[src/rtl/tcw_pkg.sv]
// ----------------------------------------------------------------------------
// tcw_pkg
// Shared sizes, codes and types of the text console writer.
// ----------------------------------------------------------------------------
package tcw_pkg;

    localparam int COLUMNS    = 80;
    localparam int ROWS       = 25;
    localparam int TAB_STOP   = 4;

    localparam int CELL_COUNT = ROWS * COLUMNS;
    localparam int MOVE_COUNT = CELL_COUNT - COLUMNS;

    localparam int ADDR_W     = $clog2(CELL_COUNT);
    localparam int COL_W      = $clog2(COLUMNS);
    localparam int ROW_W      = $clog2(ROWS);
    localparam int TAB_W      = $clog2(TAB_STOP);
    localparam int TSUM_W     = $clog2(COLUMNS + TAB_STOP + 1);

    localparam int CELL_W     = 16;
    localparam int CHAR_W     = 8;
    localparam int COLOR_W    = 4;
    localparam int ATTR_W     = 8;
    localparam int REQ_W      = 2;
    localparam int INDEX_W    = 11;
    localparam int POS_W      = 11;
    localparam int ROW_OUT_W  = 5;
    localparam int COL_OUT_W  = 7;

    localparam int IN_TDATA_W  = 32;
    localparam int IN_TUSER_W  = 2;
    localparam int OUT_TDATA_W = 40;
    localparam int OUT_FIELD_W = POS_W + ROW_OUT_W + COL_OUT_W + CELL_W;
    localparam int OUT_PAD_W   = OUT_TDATA_W - OUT_FIELD_W;

    localparam logic [CHAR_W-1:0] CH_BS      = 8'd8;
    localparam logic [CHAR_W-1:0] CH_TAB     = 8'd9;
    localparam logic [CHAR_W-1:0] CH_LF      = 8'd10;
    localparam logic [CHAR_W-1:0] CH_CR      = 8'd13;
    localparam logic [CHAR_W-1:0] SPACE_CHAR = 8'h20;
    localparam logic [ATTR_W-1:0] RESET_ATTR = 8'h0F;

    typedef enum logic [REQ_W-1:0] {
        REQ_PUT   = 2'd0,
        REQ_READ  = 2'd1,
        REQ_CLEAR = 2'd2
    } t_req_kind;

    typedef enum logic [2:0] {
        ST_INIT,
        ST_IDLE,
        ST_RD,
        ST_SCROLL,
        ST_FILL,
        ST_DONE
    } t_state;

    typedef struct packed {
        logic [REQ_W-1:0]   req_type;
        logic [CHAR_W-1:0]  char_code;
        logic [COLOR_W-1:0] fore_color;
        logic [COLOR_W-1:0] back_color;
        logic [INDEX_W-1:0] cell_index;
    } t_req;

    typedef struct packed {
        logic [ROW_W-1:0] row;
        logic [COL_W-1:0] col;
        logic [TAB_W-1:0] phase;
    } t_cursor;

    typedef struct packed {
        t_cursor             next;
        logic                scroll;
        logic                wr_en;
        logic [ADDR_W-1:0]   wr_addr;
        logic [CELL_W-1:0]   wr_data;
    } t_put_plan;

    typedef struct packed {
        logic                en;
        logic [ADDR_W-1:0]   addr;
        logic [CELL_W-1:0]   data;
    } t_ram_wr;

    typedef struct packed {
        logic                en;
        logic [ADDR_W-1:0]   addr;
    } t_ram_rd;

    typedef struct packed {
        logic [POS_W-1:0]     cursor_pos;
        logic [ROW_OUT_W-1:0] cursor_row;
        logic [COL_OUT_W-1:0] cursor_col;
        logic [CELL_W-1:0]    cell_data;
    } t_result;

    function automatic logic [ADDR_W-1:0] cell_base(input logic [ROW_W-1:0] row);
        return ADDR_W'(int'(row) * COLUMNS);
    endfunction

endpackage

[src/rtl/tcw_cursor.sv]
// ----------------------------------------------------------------------------
// tcw_cursor
// Put-character decode: next cursor, cell write and scroll request.
// ----------------------------------------------------------------------------
module tcw_cursor (
    input  tcw_pkg::t_cursor                i_cur,
    input  logic [tcw_pkg::CHAR_W-1:0]      i_char,
    input  logic [tcw_pkg::ATTR_W-1:0]      i_attr,
    output tcw_pkg::t_put_plan              o_plan
);
    import tcw_pkg::*;

    logic [ADDR_W-1:0] pos;
    logic [TSUM_W-1:0] tab_sum;

    assign pos     = cell_base(i_cur.row) + ADDR_W'(i_cur.col);
    assign tab_sum = TSUM_W'(i_cur.col) + TSUM_W'(TAB_STOP) - TSUM_W'(i_cur.phase);

    always_comb begin
        logic line_adv;
        line_adv       = 1'b0;
        o_plan.next    = i_cur;
        o_plan.scroll  = 1'b0;
        o_plan.wr_en   = 1'b0;
        o_plan.wr_addr = pos;
        o_plan.wr_data = {i_attr, i_char};
        case (i_char)
            CH_BS: begin
                if (i_cur.col != '0) begin
                    o_plan.next.col   = i_cur.col - 1'b1;
                    o_plan.next.phase = (i_cur.phase == '0) ? TAB_W'(TAB_STOP - 1)
                                                            : i_cur.phase - 1'b1;
                    o_plan.wr_en      = 1'b1;
                    o_plan.wr_addr    = pos - 1'b1;
                    o_plan.wr_data    = '0;
                end
            end
            CH_TAB: begin
                o_plan.next.phase = '0;
                if (tab_sum >= TSUM_W'(COLUMNS)) begin
                    o_plan.next.col = '0;
                    line_adv        = 1'b1;
                end else begin
                    o_plan.next.col = COL_W'(tab_sum);
                end
            end
            CH_LF: begin
                o_plan.next.col   = '0;
                o_plan.next.phase = '0;
                line_adv          = 1'b1;
            end
            CH_CR: begin
                o_plan.next.col   = '0;
                o_plan.next.phase = '0;
            end
            default: begin
                o_plan.wr_en = 1'b1;
                if (i_cur.col == COL_W'(COLUMNS - 1)) begin
                    o_plan.next.col   = '0;
                    o_plan.next.phase = '0;
                    line_adv          = 1'b1;
                end else begin
                    o_plan.next.col   = i_cur.col + 1'b1;
                    o_plan.next.phase = (i_cur.phase == TAB_W'(TAB_STOP - 1)) ? '0
                                                                              : i_cur.phase + 1'b1;
                end
            end
        endcase
        if (line_adv) begin
            if (i_cur.row == ROW_W'(ROWS - 1)) begin
                o_plan.scroll = 1'b1;
            end else begin
                o_plan.next.row = i_cur.row + 1'b1;
            end
        end
    end

endmodule

[src/rtl/tcw_seq.sv]
// ----------------------------------------------------------------------------
// tcw_seq
// Request sequencer: cursor state, store sweeps and the delayed write stage.
// ----------------------------------------------------------------------------
module tcw_seq (
    input  logic                        i_clk,
    input  logic                        i_rst_n,
    input  logic                        i_req_valid,
    output logic                        o_req_ready,
    input  tcw_pkg::t_req               i_req,
    input  logic [tcw_pkg::CELL_W-1:0]  i_blank_cell,
    output logic                        o_done,
    input  logic                        i_res_free,
    output tcw_pkg::t_result            o_res,
    output tcw_pkg::t_ram_wr            o_wr,
    output tcw_pkg::t_ram_rd            o_rd,
    input  logic [tcw_pkg::CELL_W-1:0]  i_rd_data
);
    import tcw_pkg::*;

    t_state              r_state, n_state;
    t_cursor             r_cur, n_cur;
    logic [ADDR_W-1:0]   r_cnt, n_cnt;
    logic                r_w_valid, n_w_valid;
    logic [ADDR_W-1:0]   r_w_addr, n_w_addr;
    logic [CELL_W-1:0]   r_w_data, n_w_data;
    logic                r_w_copy, n_w_copy;
    logic                r_rd_ok, n_rd_ok;
    logic [CELL_W-1:0]   r_cell, n_cell;

    t_put_plan           plan;
    logic                cnt_last;
    logic                idx_ok;

    tcw_cursor u_cursor (
        .i_cur  (r_cur),
        .i_char (i_req.char_code),
        .i_attr ({i_req.back_color, i_req.fore_color}),
        .o_plan (plan)
    );

    assign cnt_last = (r_cnt == ADDR_W'(CELL_COUNT - 1));
    assign idx_ok   = (32'(i_req.cell_index) < CELL_COUNT);

    always_ff @(posedge i_clk) begin
        if (!i_rst_n) begin
            r_state   <= ST_INIT;
            r_cur     <= '0;
            r_cnt     <= '0;
            r_w_valid <= 1'b0;
        end else begin
            r_state   <= n_state;
            r_cur     <= n_cur;
            r_cnt     <= n_cnt;
            r_w_valid <= n_w_valid;
        end
    end

    always_ff @(posedge i_clk) begin
        r_w_addr <= n_w_addr;
        r_w_data <= n_w_data;
        r_w_copy <= n_w_copy;
        r_rd_ok  <= n_rd_ok;
        r_cell   <= n_cell;
    end

    always_comb begin
        n_state   = r_state;
        n_cur     = r_cur;
        n_cnt     = r_cnt;
        n_w_valid = 1'b0;
        n_w_addr  = r_cnt;
        n_w_data  = i_blank_cell;
        n_w_copy  = 1'b0;
        n_rd_ok   = r_rd_ok;
        n_cell    = r_cell;
        o_rd.en   = 1'b0;
        o_rd.addr = ADDR_W'(i_req.cell_index);
        case (r_state)
            ST_INIT: begin
                n_w_valid = 1'b1;
                n_w_data  = {RESET_ATTR, SPACE_CHAR};
                n_cnt     = r_cnt + 1'b1;
                if (cnt_last) begin
                    n_cnt   = '0;
                    n_state = ST_IDLE;
                end
            end
            ST_IDLE: begin
                if (i_req_valid && !r_w_valid) begin
                    n_cell = '0;
                    case (i_req.req_type)
                        REQ_PUT: begin
                            n_cur     = plan.next;
                            n_w_valid = plan.wr_en;
                            n_w_addr  = plan.wr_addr;
                            n_w_data  = plan.wr_data;
                            n_cnt     = '0;
                            n_state   = plan.scroll ? ST_SCROLL : ST_DONE;
                        end
                        REQ_READ: begin
                            o_rd.en = idx_ok;
                            n_rd_ok = idx_ok;
                            n_state = ST_RD;
                        end
                        REQ_CLEAR: begin
                            n_cur   = '0;
                            n_cnt   = '0;
                            n_state = ST_FILL;
                        end
                        default: begin
                            n_state = ST_DONE;
                        end
                    endcase
                end
            end
            ST_RD: begin
                n_cell  = r_rd_ok ? i_rd_data : '0;
                n_state = ST_DONE;
            end
            ST_SCROLL: begin
                n_w_valid = 1'b1;
                n_w_copy  = (r_cnt < ADDR_W'(MOVE_COUNT));
                o_rd.en   = n_w_copy;
                o_rd.addr = r_cnt + ADDR_W'(COLUMNS);
                n_cnt     = r_cnt + 1'b1;
                if (cnt_last) begin
                    n_cnt   = '0;
                    n_state = ST_DONE;
                end
            end
            ST_FILL: begin
                n_w_valid = 1'b1;
                n_cnt     = r_cnt + 1'b1;
                if (cnt_last) begin
                    n_cnt   = '0;
                    n_state = ST_DONE;
                end
            end
            ST_DONE: begin
                if (i_res_free) begin
                    n_state = ST_IDLE;
                end
            end
            default: begin
                n_state = ST_IDLE;
            end
        endcase
    end

    assign o_wr.en   = r_w_valid;
    assign o_wr.addr = r_w_addr;
    assign o_wr.data = r_w_copy ? i_rd_data : r_w_data;

    assign o_req_ready = (r_state == ST_IDLE) && !r_w_valid;
    assign o_done      = (r_state == ST_DONE);

    assign o_res.cursor_pos = POS_W'(cell_base(r_cur.row) + ADDR_W'(r_cur.col));
    assign o_res.cursor_row = ROW_OUT_W'(r_cur.row);
    assign o_res.cursor_col = COL_OUT_W'(r_cur.col);
    assign o_res.cell_data  = r_cell;

endmodule

[config.mk]
export PLATFORM = sky130hd
export DESIGN_NAME = tcw_seq
export DESIGN_NICKNAME = d
export VERILOG_FILES = /design/src/rtl/tcw_pkg.sv /design/src/rtl/tcw_cursor.sv /design/src/rtl/tcw_seq.sv
export SDC_FILE = /design/constraint.sdc
export NUM_CORES = 1
export LEC_CHECK = 0
export BUFFER_PORTS_ARGS = -buffer_cell sky130_fd_sc_hd__buf_2
export CAP_MARGIN = 10
export CORE_ASPECT_RATIO = 1.2
export CORE_MARGIN = 2
export CORE_UTILIZATION = 40
export DETAILED_ROUTE_END_ITERATION = 10
export MAX_ROUTING_LAYER = met4
export PLACE_DENSITY = 0.62
export SLEW_MARGIN = 25
export SYNTH_ARGS = -nofsm -noshare
export SYNTH_HDL_FRONTEND = slang
export SYNTH_SLANG_ARGS = --single-unit
[constraint.sdc]
create_clock -name i_clk -period 6.76 [get_ports i_clk]
set_input_delay 0 -clock i_clk [delete_from_list [all_inputs] [get_ports i_clk]]
set_output_delay 0 -clock i_clk [all_outputs]
set_load 0.005 [all_outputs]
After elaboration in Yosys (flattened, before gate mapping)
Index checks and enable logic that the tools add are counted.
Operators by class
  $mul: 1
  multiplexer cells: 45
  equal/unequal tests: 23
  order comparisons: 3
  add/sub/neg operators: 11
  reductions and logical operators: 22
Operators with widths (number)
  16-bit two-way mux: 5
  11-bit two-way mux: 7
  16-bit case mux with 2 select lines: 2
  8-bit by 4-bit == test with 1-bit output, second input constant: 4
  28-bit two-way mux: 1
  14-bit case mux with 2 select lines: 1
  27-bit two-way mux: 1
  9-bit case mux with 3 select lines: 1
  11-bit < comparator, second input constant: 2
  11-bit case mux with 2 select lines: 1
  9-bit two-way mux: 2
  3-bit two-way mux: 5
  3-bit case mux with 5 select lines: 1
  11-bit by 1-bit adder with 11-bit output, second input constant: 1
  11-bit by 7-bit adder with 11-bit output: 1
  11-bit by 7-bit adder with 11-bit output, second input constant: 1
  11-bit == test, second input constant: 1
  11-bit by 1-bit subtractor with 11-bit output, second input constant: 1
  5-bit two-way mux: 2
  3-bit case mux with 3 select lines: 1
  1-bit two-way mux: 8
  2-bit inequality test, second input constant: 4
  4-bit AND reduction: 2
  2-bit OR reduction: 4
  32 further kinds: 46
Storage, ports and cells
  output and inout port bits: 81
  register bits after elaboration: 74

Logic depth before layout (Yosys ltp)
Gate-level depths: netlist of run 1.
  depth in word-level cells: 10
  depth in mapped cells: 13
  depth with buffers taken out: 13

Hierarchy
A second synthesis of run 1 with hierarchy kept.
Second synthesis, totals
  cell total of the unflattened synthesis: 610
  area, all modules: 5482.8 um2
By module, submodules not included
  tcw_seq: times used 1, area an instance 3866.2 um2, cells each 394, sequential area each 1651.6 um2
  tcw_cursor: times used 1, area an instance 1616.6 um2, cells each 216, sequential area each 0.0 um2

Worst setup path after synthesis of run 1
Ideal clock, no wire load.
  path type: register -> register
  start point: reg r_cur (netlist bit o_res[16])
  end point: reg r_cur (netlist bit o_res[26])
  period minus slack after synthesis: 2.806 ns
  cell stages (with the launch flop): 14
  library setup time: 0.062 ns
  setup slack: 3.954 ns
  data arrival time: 2.744 ns
  path buffers: 0
  cells stage by stage: dfxtp_1 -> inv_1 -> ha_1 -> inv_1 -> ha_1 -> inv_1 -> fa_1 -> nor2b_1 -> o31a_1 -> nor4_1 -> and2_1 -> a211o_1 -> or4_1 -> nand3_1
On the way
  cells in the longest elaborated chain, start to end: 7
  elaborated cells on any way between the ends: 9
  those cells by class: 2 x add/sub; 1 x order compare; 2 x eq/ne; 3 x mux; 1 x reduce/logical
RTL lines
  start: declaration: RTL line tcw_seq.sv:22  | t_cursor r_cur, n_cur;
  start signal: assignment: RTL line tcw_seq.sv:53  | r_cur <= n_cur;
  7-bit by 3-bit adder with 7-bit output: RTL line tcw_cursor.sv:17  | assign tab_sum = TSUM_W'(i_cur.col) + TSUM_W'(TAB_STOP) - TSUM_W'(i_cur.phase);
  7-bit by 2-bit subtractor with 7-bit output: RTL line tcw_cursor.sv:17
  7-bit greater-or-equal comparator: RTL line tcw_cursor.sv:40  | if (tab_sum >= TSUM_W'(COLUMNS)) begin
  1-bit two-way mux: RTL line tcw_cursor.sv:40
  1-bit case mux with 3 select lines *: RTL line tcw_cursor.sv:27  | case (i_char)
  2-bit by 1-bit inequality test with 1-bit output (no source line) *
  5-bit AND reduction (no source line) *
Every way passes the cells marked *; elsewhere a longest branch is shown, timed or not.
A chain may end at the register's enable or synchronous reset.

Final worst setup path of run 1
  start point: reg r_cur (netlist bit o_res[16])
  end point: reg r_cur (netlist bit o_res[27])
Same word-level chain as after synthesis.

==> results.yml, run 1 <==
synthesis:
  yosys_warnings: 0
  synth_compound_area_share_pct: 14.9
  synthSimpleGateAreaFrac_pct: 24.4
  syn_area_sq_mm: 0.00489
  synth_top_family_by_area: "simple AND/OR/NAND/NOR gates"
  synth_top_area_share_pct: 23.3
  synth_fa_ha_area_share_pct: 9.41
  synth-edff-count: 17
  synthDistinctLibCells: 62
  postSynthAreaPerCell_sq_um: 8.55
  synth_top_cell_by_area: "dfxtp_1"
  ys_top_cells_by_area: "dfxtp_1 (23%), edfxtp_1 (10%), ha_1 (8.2%)"
  yosys.area_share.xor_xnor_pct: 6.26
  synth_fp_nets: 672
  ys_ff_latch: 74
  async_reset_ff_share_pct: 0
  syn_inst: 572
  seq_area_frac_synth_pct: 33.8
  synthMuxAreaShare_pct: 5.01
  ys.flop_type: "dfxtp_1"
power_and_ir_drop:
  p_sw_w: 0.000268
  power_frac_comb_pct: 12.7
  leakage_nw: 2.81
  power.internal_w: 0.000830
  switching_share_pct: 24.4
  clockPowerShare_pct: 42.8
  ir_worst_vdd_v: 0.0000913
  powerDensity_mw_per_mm2: 173
  power_frac_seq_pct: 44.5
outcome:
  status: "finished clean"
cells_and_area:
  layout.nets: 833
  final_common_cell: "buf_2"
  nFillCells: 1143
  n_antenna_cell: 0
  final_cell_mix: "buf_2 (145), nand2_1 (61), dfxtp_1 (57), nor2_1 (52), dlygate4sd3_1 (45)"
  post-route-util_pct: 53.0
  drive_gt1_share_pct: 25.7
  syn_to_final_growth_pct: 29.9
sta:
  tightest_slew_ns: 0.786
  slew_headroom_pct: 47.6
  setup_viol: 0
  min_period_over_period_pct: 46.7
  final_hold_viol_count: 0
  fin_crit_ns: 3.16
  slew_violations: 0
  rsz0062_at_grt: "false"
  setup_tns_ns: 0
  fmax_mhz: 317
  clock_skew_ns: 0.00712
clock_network:
  tritoncts: "done"
  clkLatencyLatePin_ns: 0.33
  clk_pin_slew_worst_paths_ns: 0.06
  htree_num_levels: 3
  clock_sinks: 74
  hold_buffers: 45
  cts-resized-gates: 0
  clock_path_buffers: 2
  cts-root-buf: "clkbuf_16"
  post_cts_buffers: 0
  numCtsBuffers: 9
global_routing:
  grt_max_degree: 28
  antenna_found_initial: 0
  grt.total_usage_pct: 23.0
  grt_pass1_wl_mm: 23.6
  overflow: 0
  grt_pass1_vias: 4657
critical_path:
  startpoint_type: "flip-flop"
  r2r_start: "o_res[16]"
  reg2reg_depth: 13
  path_max_fanout: 10
  crit_chain: "inv_1, ha_1, inv_1, ha_1, inv_1, fa_1, nor2b_1, o31a_1, nor4_1, and2_1, a211o_1, or4_1, nand3_1"
  max_stage_delay_ns: 0.50
  critPathMostFrequentCell: "inv_1"
  slowest_stage: "or4_1"
  crit_required_ns: 7.04
  r2r-end: "o_res[27]"
  crit_type: "flip-flop to flip-flop"
  critPathBufInv: 3
  critPathTopFamily: "simple AND/OR/NAND/NOR gates"
  cp.arrival_ns: 3.43
  reg2reg_slack_ns: 3.60
  end_kind: "flip-flop"
die:
  initial_core_util_pct: 40.8
  die_w_um: 105
  dieArea_sq_mm: 0.0131
  core_sq_mm: 0.0120
  pin_count: 146
  dieHeight_um: 125
  num_rows: 44
route:
  first_pass_iters: 4
  drt_iter0_markers: 384
  drc_errors: 0
  ant_nets: 0
  via_per_inst: 5.24
  drt-total-wl_mm: 14.5
  post_drt_wl_per_cell_um: 16.2
  vias: 4707
hold_path:
  hold-path-endpoint: "r_state[1]"
  hold_depth: 4
  hp-class: "input pin to flip-flop"
  hp-start: "i_req[27]"
place:
  hpwl_mm: 10.7
  gp_congestion: 0.925
  io_buffers: 145
job:
  max-cap-violations: 0
## metal layers
| layer | wire length, um | global-route usage [%] | vias to the layer above |
|---|---|---|---|
| li1 | - | - | 2329 |
| met1 | 6010 | 26.3 | 2212 |
| met2 | 7430 | 40.3 | 141 |
| met3 | 660 | 3.34 | 25 |
| met4 | 427 | 9.02 | 0 |
| met5 | 0 | - | - |
## power by group through the flow
stage          combinational [W]  clock, W  sequential [W]
2_1_floorplan          0.0000653         0        0.000490
3_3_place_gp            0.000113         0        0.000496
3_5_place_dp            0.000115         0        0.000498
4_1_cts                 0.000139  0.000481        0.000488
5_1_grt                 0.000154  0.000500        0.000491
6_report                0.000140  0.000470        0.000488
## layout make-up
type | instances | area, sq um | area share, %
timing repair buffer | 193 | 1200 | 18.9
sequential | 74 | 1650 | 26.0
clock inverter | 7 | 67.6 | 1.06
clock buffer | 9 | 225 | 3.54
tap | 161 | 201 | 3.17
inverter | 22 | 82.6 | 1.30
multi-input combinational | 433 | 2930 | 46.1
## worst max path at each step
stage	slack (ns)	from	endpoint	cells after the start
floorplan	3.95	o_res[16]	o_res[26]	13
global placement	3.77	o_res[16]	o_res[27]	13
detailed placement	3.65	o_res[16]	o_res[27]	13
CTS	3.62	o_res[16]	o_res[27]	13
global route	3.28	o_res[16]	o_res[23]	13
finish	3.60	o_res[16]	o_res[27]	13
## synth_stat cells, drive strengths merged, types with 11 or more instances
cell type  number
buf            20
nand4          12
xor2           15
dfxtp          57
inv            22
edfxtp         17
xnor2          20
nor2           53
a21oi          20
and2           24
a22o           11
mux2           20
o21ai          38
nand3          18
ha             32
nand2          62
clkbuf         23
## worst register-to-register path, delay by kind of cell (launching register included)
family                   cells  cell delay [ns]
AO/OA/AOI/OAI                2             0.56
flip-flops                   1             0.44
buffers and inverters        3             0.25
adder cells (fa/ha/maj)      3             0.79
AND/OR/NAND/NOR              5             1.05
## registers in the layout, indices dropped and copies added, names as in the netlist
register / flops
r_cell: 16
r_w_data: 16
o_res: 12
r_cnt: 11
r_w_addr: 11
r_state: 3
r_cur: 2
r_rd_ok: 1
r_w_copy: 1
r_w_valid: 1
## cell families after synthesis
group,count (synthesis)
compound gates,112
flops,74
fa+ha+maj,35
buf+inv,65
simple gates,229
xor+xnor,35
mux,22
## per-stage QoR
| stage | total power, W | instance area, sq um | hold slack, ns | setup slack [ns] | instances |
|---|---|---|---|---|---|
| finish | 0.00110 | 6360 | 0.0490 | 3.60 | 899 |
| global route | 0.00114 | 6360 | 0.0336 | 3.28 | 899 |
| CTS | 0.00111 | 6360 | 0.0397 | 3.62 | 899 |
| detailed placement | 0.000613 | 5620 | 0.216 | 3.65 | 838 |
| global placement | 0.000609 | 5620 | 0.217 | 3.77 | 838 |
| floorplan | 0.000556 | 4890 | 0.0895 | 3.95 | 572 |
Note: power is estimated with default switching activity, not from simulation.
==> run 2: changes to the inputs <==
clock period = 3 ns   (was 6.76 ns; I/O delays follow)
==> results.yml, run 2 (synthesis gave the netlist of run 1 again) <==
outcome:
  status: "finished clean"
cells_and_area:
  n_antenna_cell: 0
  final_cell_mix: "buf_2 (145), nand2_1 (61), dfxtp_1 (57), nor2_1 (52), dlygate4sd3_1 (45)"
  syn_to_final_growth_pct: 34.0
  nFillCells: 1145
  layout.nets: 854
  drive_gt1_share_pct: 28.5
  final_common_cell: "buf_2"
route:
  vias: 4919
  via_per_inst: 5.35
  post_drt_wl_per_cell_um: 16.5
  drt-total-wl_mm: 15.2
  ant_nets: 0
  first_pass_iters: 5
  drc_errors: 0
  drt_iter0_markers: 250
global_routing:
  grt_pass1_wl_mm: 24.0
  antenna_found_initial: 0
  grt_max_degree: 27
  overflow: 0
  grt.total_usage_pct: 23.4
  grt_pass1_vias: 4802
power_and_ir_drop:
  powerDensity_mw_per_mm2: 391
  ir_worst_vdd_v: 0.000242
  leakage_nw: 2.92
sta:
  setup_tns_ns: 0
  min_period_over_period_pct: 93.7
  setup_slack_ns: 0.189
  fin_crit_ns: 2.81
  setup_viol: 0
  slew_violations: 0
  tightest_slew_ns: 0.731
  rsz0062_at_grt: "false"
  final_hold_viol_count: 0
  clock_skew_ns: 0.00956
  fmax_mhz: 356
  slew_headroom_pct: 51.2
critical_path:
  end_kind: "flip-flop"
  crit_chain: "inv_1, ha_1, ha_2, inv_1, fa_2, nor2b_2, o31a_1, nor4_1, and2_1, a211o_4, or4_1, nand3_1"
  critPathBufInv: 2
  critPathMostFrequentCell: "inv_1"
  cp.arrival_ns: 3.09
  critPathTopFamily: "simple AND/OR/NAND/NOR gates"
  slowest_stage: "or4_1"
  max_stage_delay_ns: 0.49
  startpoint_type: "flip-flop"
  crit_type: "flip-flop to flip-flop"
  crit_required_ns: 3.28
  reg2reg_slack_ns: 0.19
  path_max_fanout: 10
clock_network:
  clkLatencyLatePin_ns: 0.34
  cts-root-buf: "clkbuf_16"
  htree_num_levels: 3
  clock_path_buffers: 2
  clock_sinks: 74
  tritoncts: "done"
  clk_pin_slew_worst_paths_ns: 0.06
  numCtsBuffers: 9
place:
  gp_congestion: 0.931
  hpwl_mm: 11.0
  io_buffers: 145
  dp_slack_ns: 0.0816
die:
  pin_count: 146
  num_rows: 44
  initial_core_util_pct: 40.8
  core_sq_mm: 0.0120
  dieArea_sq_mm: 0.0131
  dieHeight_um: 125
  die_w_um: 105
job:
  max-cap-violations: 0
hold_path:
  hp-class: "input pin to flip-flop"
## run 2: cell types whose count changed in the layout (fill, tap and decap cells not counted), sizes merged
cell / previous run / this run
buf: 148 / 169
clkbuf: 9 / 10
bufinv: 1 / 2
inv: 24 / 22
## run 2: worst reg2reg max path, delay by kind of cell, from the launching register on
kind	cells	cell delay, ns
simple gates	5	0.96
fa+ha+maj	3	0.82
compound gates	2	0.49
flops	1	0.35
buf+inv	2	0.13
## run 2: cell type report
class	count	area, sq um	share of cell area (%)
clock buffers	10	229	3.49
clock inverters	6	81.3	1.24
inverters	22	82.6	1.26
multi-input cells	433	2950	45.0
flip-flops and latches	74	1650	25.2
well taps	161	201	3.07
repair buffers	214	1360	20.7
## run 2: stage by stage
stage	hold WS, ns	util (%)	cells	instance area, sq um	total power (W)
4_1_cts	0.0225	54.4	920	6530	0.00257
2_1_floorplan	0.0895	-	572	4890	0.00125
3_3_place_gp	0.216	48.1	859	5770	0.00138
6_report	0.0293	54.6	920	6560	0.00256
5_1_grt	0.0295	54.6	920	6560	0.00266
3_5_place_dp	0.214	48.1	859	5770	0.00139
## run 2: timing repair
| action | in CTS | in global routing |
|---|---|---|
| buffers inserted | 0 | 0 |
| hold buffers | 45 | 0 |
| resized for setup | 0 | 6 |
| endpoints found under the hold margin | 32 | 0 |
| setup endpoints to repair | 0 | 8 |
## run 2: layer usage
metal  GRT usage (%)  up-vias  wire length [um]
li1                -     2373                 -
met1            25.8     2329              6070
met2            41.5      181              7860
met3            3.70       36               805
met4            10.3        0               425
met5               -        -                 0
## run 2: where the power goes
group          internal (W)  switching [W]
registers           0.00106      0.0000331
logic              0.000171       0.000158
clock network      0.000722       0.000415
total               0.00196       0.000606
## run 2: path summary, 6_finish.rpt
path         startpoint           to  cells past startpoint
min            i_req[9]      r_rd_ok                      2
min reg2reg    r_cnt[9]  r_w_addr[9]                      2
max reg2reg    r_cur[1]    o_res[26]                     12
max            r_cur[1]    o_res[26]                     12
==> run 3: changes to the inputs <==
GPL_TIMING_DRIVEN = 0   (was not set)
MAX_ROUTING_LAYER = not set   (was met4)
==> results.yml, run 3 (synthesis gave the netlist of run 1 again) <==
place:
  dp_slack_ns: -0.324
  hpwl_mm: 11.2
  place_area_sq_mm: 0.00582
  gp_congestion: 0.933
  placedCellCount: 875
  io_buffers: 141
clock_network:
  numCtsBuffers: 9
  clock_path_buffers: 2
  tritoncts: "done"
  cts-root-buf: "clkbuf_16"
  clk_pin_slew_worst_paths_ns: 0.06
  htree_num_levels: 3
  clkLatencyLatePin_ns: 0.34
  clock_sinks: 74
global_routing:
  overflow: 0
  grt_max_degree: 14
  grt_pass1_wl_mm: 24.6
  grt_pass1_vias: 4953
  antenna_found_initial: 0
  grt.total_usage_pct: 23.1
die:
  initial_core_util_pct: 40.8
  dieArea_sq_mm: 0.0131
  dieHeight_um: 125
  core_sq_mm: 0.0120
  die_w_um: 105
  pin_count: 146
  num_rows: 44
critical_path:
  end_kind: "flip-flop"
  critPathTopFamily: "simple AND/OR/NAND/NOR gates"
  critPathMostFrequentCell: "inv_1"
  crit_type: "flip-flop to flip-flop"
  cp.arrival_ns: 3.15
  path_max_fanout: 10
  critPathBufInv: 2
  reg2reg_slack_ns: 0.14
  crit_chain: "inv_1, ha_1, ha_4, inv_1, fa_2, nor2b_2, o31a_1, nor4_2, and2_1, a211o_4, or4_1, nand3_1"
  crit_required_ns: 3.28
  slowest_stage: "or4_1"
  startpoint_type: "flip-flop"
  max_stage_delay_ns: 0.48
route:
  drc_errors: 0
  post_drt_wl_per_cell_um: 16.0
  first_pass_iters: 4
  drt_iter0_markers: 158
  ant_nets: 0
  drt-total-wl_mm: 15.0
  vias: 4905
  via_per_inst: 5.23
cells_and_area:
  multi_input_area_sq_mm: 0.00301
  final_common_cell: "buf_2"
  final_cell_mix: "buf_2 (142), nand2_1 (61), dfxtp_1 (53), nor2_1 (52), dlygate4sd3_1 (45)"
  drive_gt1_share_pct: 28.9
  finalNonFillerCells: 937
  fin_area_sq_mm: 0.00670
  layout.nets: 871
  nFillCells: 1157
  syn_to_final_growth_pct: 36.8
  seq_area_sq_mm: 0.00166
  n_antenna_cell: 0
sta:
  min_period_over_period_pct: 95.5
  tightest_slew_ns: 0.821
  final_hold_viol_count: 0
  setup_slack_ns: 0.135
  fmax_mhz: 349
  slew_headroom_pct: 44.8
  setup_viol: 0
  rsz0062_at_grt: "false"
  clock_skew_ns: 0.00719
  holdWs_ns: 0.0476
  slew_violations: 0
  fin_crit_ns: 2.86
hold_path:
  hp-class: "input pin to flip-flop"
power_and_ir_drop:
  finalPower_w: 0.00266
  powerDensity_mw_per_mm2: 398
  ir_worst_vdd_v: 0.000216
  leakage_nw: 2.96
outcome:
  status: "finished clean"
job:
  max-cap-violations: 0
run 3: cell count changes in the layout (fill, tap and decap cells not counted), moves of 3 or more:
cell	before	now
buf_2	145	142
buf_4	24	18
clkbuf_1	1	23
dfxtp_1	57	53
dfxtp_2	0	3
nor4_1	6	2
nor4_2	0	4
run 3: timing repair:
action / 4_1_cts / 5_1_grt
hold endpoints to repair: 32 / 0
hold buffers: 45 / 0
endpoints found under the setup margin: 10 / 14
buffers inserted: 0 / 1
pin swaps: 0 / 2
gates resized for setup: 8 / 13
run 3: final timing paths:
check	from	end	cells after the start
setup / recovery	r_cur[1]	o_res[26]	12
hold / removal	i_req[27]	r_state[1]	4
setup reg to reg	r_cur[1]	o_res[26]	12
hold reg to reg	o_res[16]	o_res[16]	2
run 3: stage by stage:
stage / setup TNS, ns / util (%)
global placement: -1.74 / 48.3
floorplan: 0 / -
global route: 0 / 55.8
detailed placement: -1.64 / 48.5
CTS: 0 / 55.3
finish: 0 / 55.8
run 3: final cells by class:
type                            count  area share, %
Timing Repair Buffer              188           17.5
Buffer                             43           3.44
Inverter                           22           1.23
Clock inverter                      7           1.76
Tap cell                          161           3.01
Multi-Input combinational cell    433           44.9
Sequential cell                    74           24.8
Clock buffer                        9           3.36
run 3: metal layers:
layer  routed length, um  track usage [%]  vias to the layer above
met2                7630             41.2                      132
met3                 650             3.91                       31
li1                    -                -                     2402
met1                6310             27.5                     2340
met4                 421             8.86                        0
met5                   0                0                        -
run 3: worst register-to-register path, delay by kind of cell (launching register included):
kind | cells | cell delay, ns
AO/OA/AOI/OAI | 2 | 0.51
adder cells (fa/ha/maj) | 3 | 0.83
buffers and inverters | 2 | 0.12
flip-flops | 1 | 0.35
AND/OR/NAND/NOR | 5 | 0.98
run 3: report_power, final:
group | internal (W) | switching (W) | leakage (nW) | total [W]
Clock | 0.000812 | 0.000428 | 0.169 | 0.00124
Combinational | 0.000172 | 0.000157 | 2.19 | 0.000329
Sequential | 0.00106 | 0.0000331 | 0.599 | 0.00109
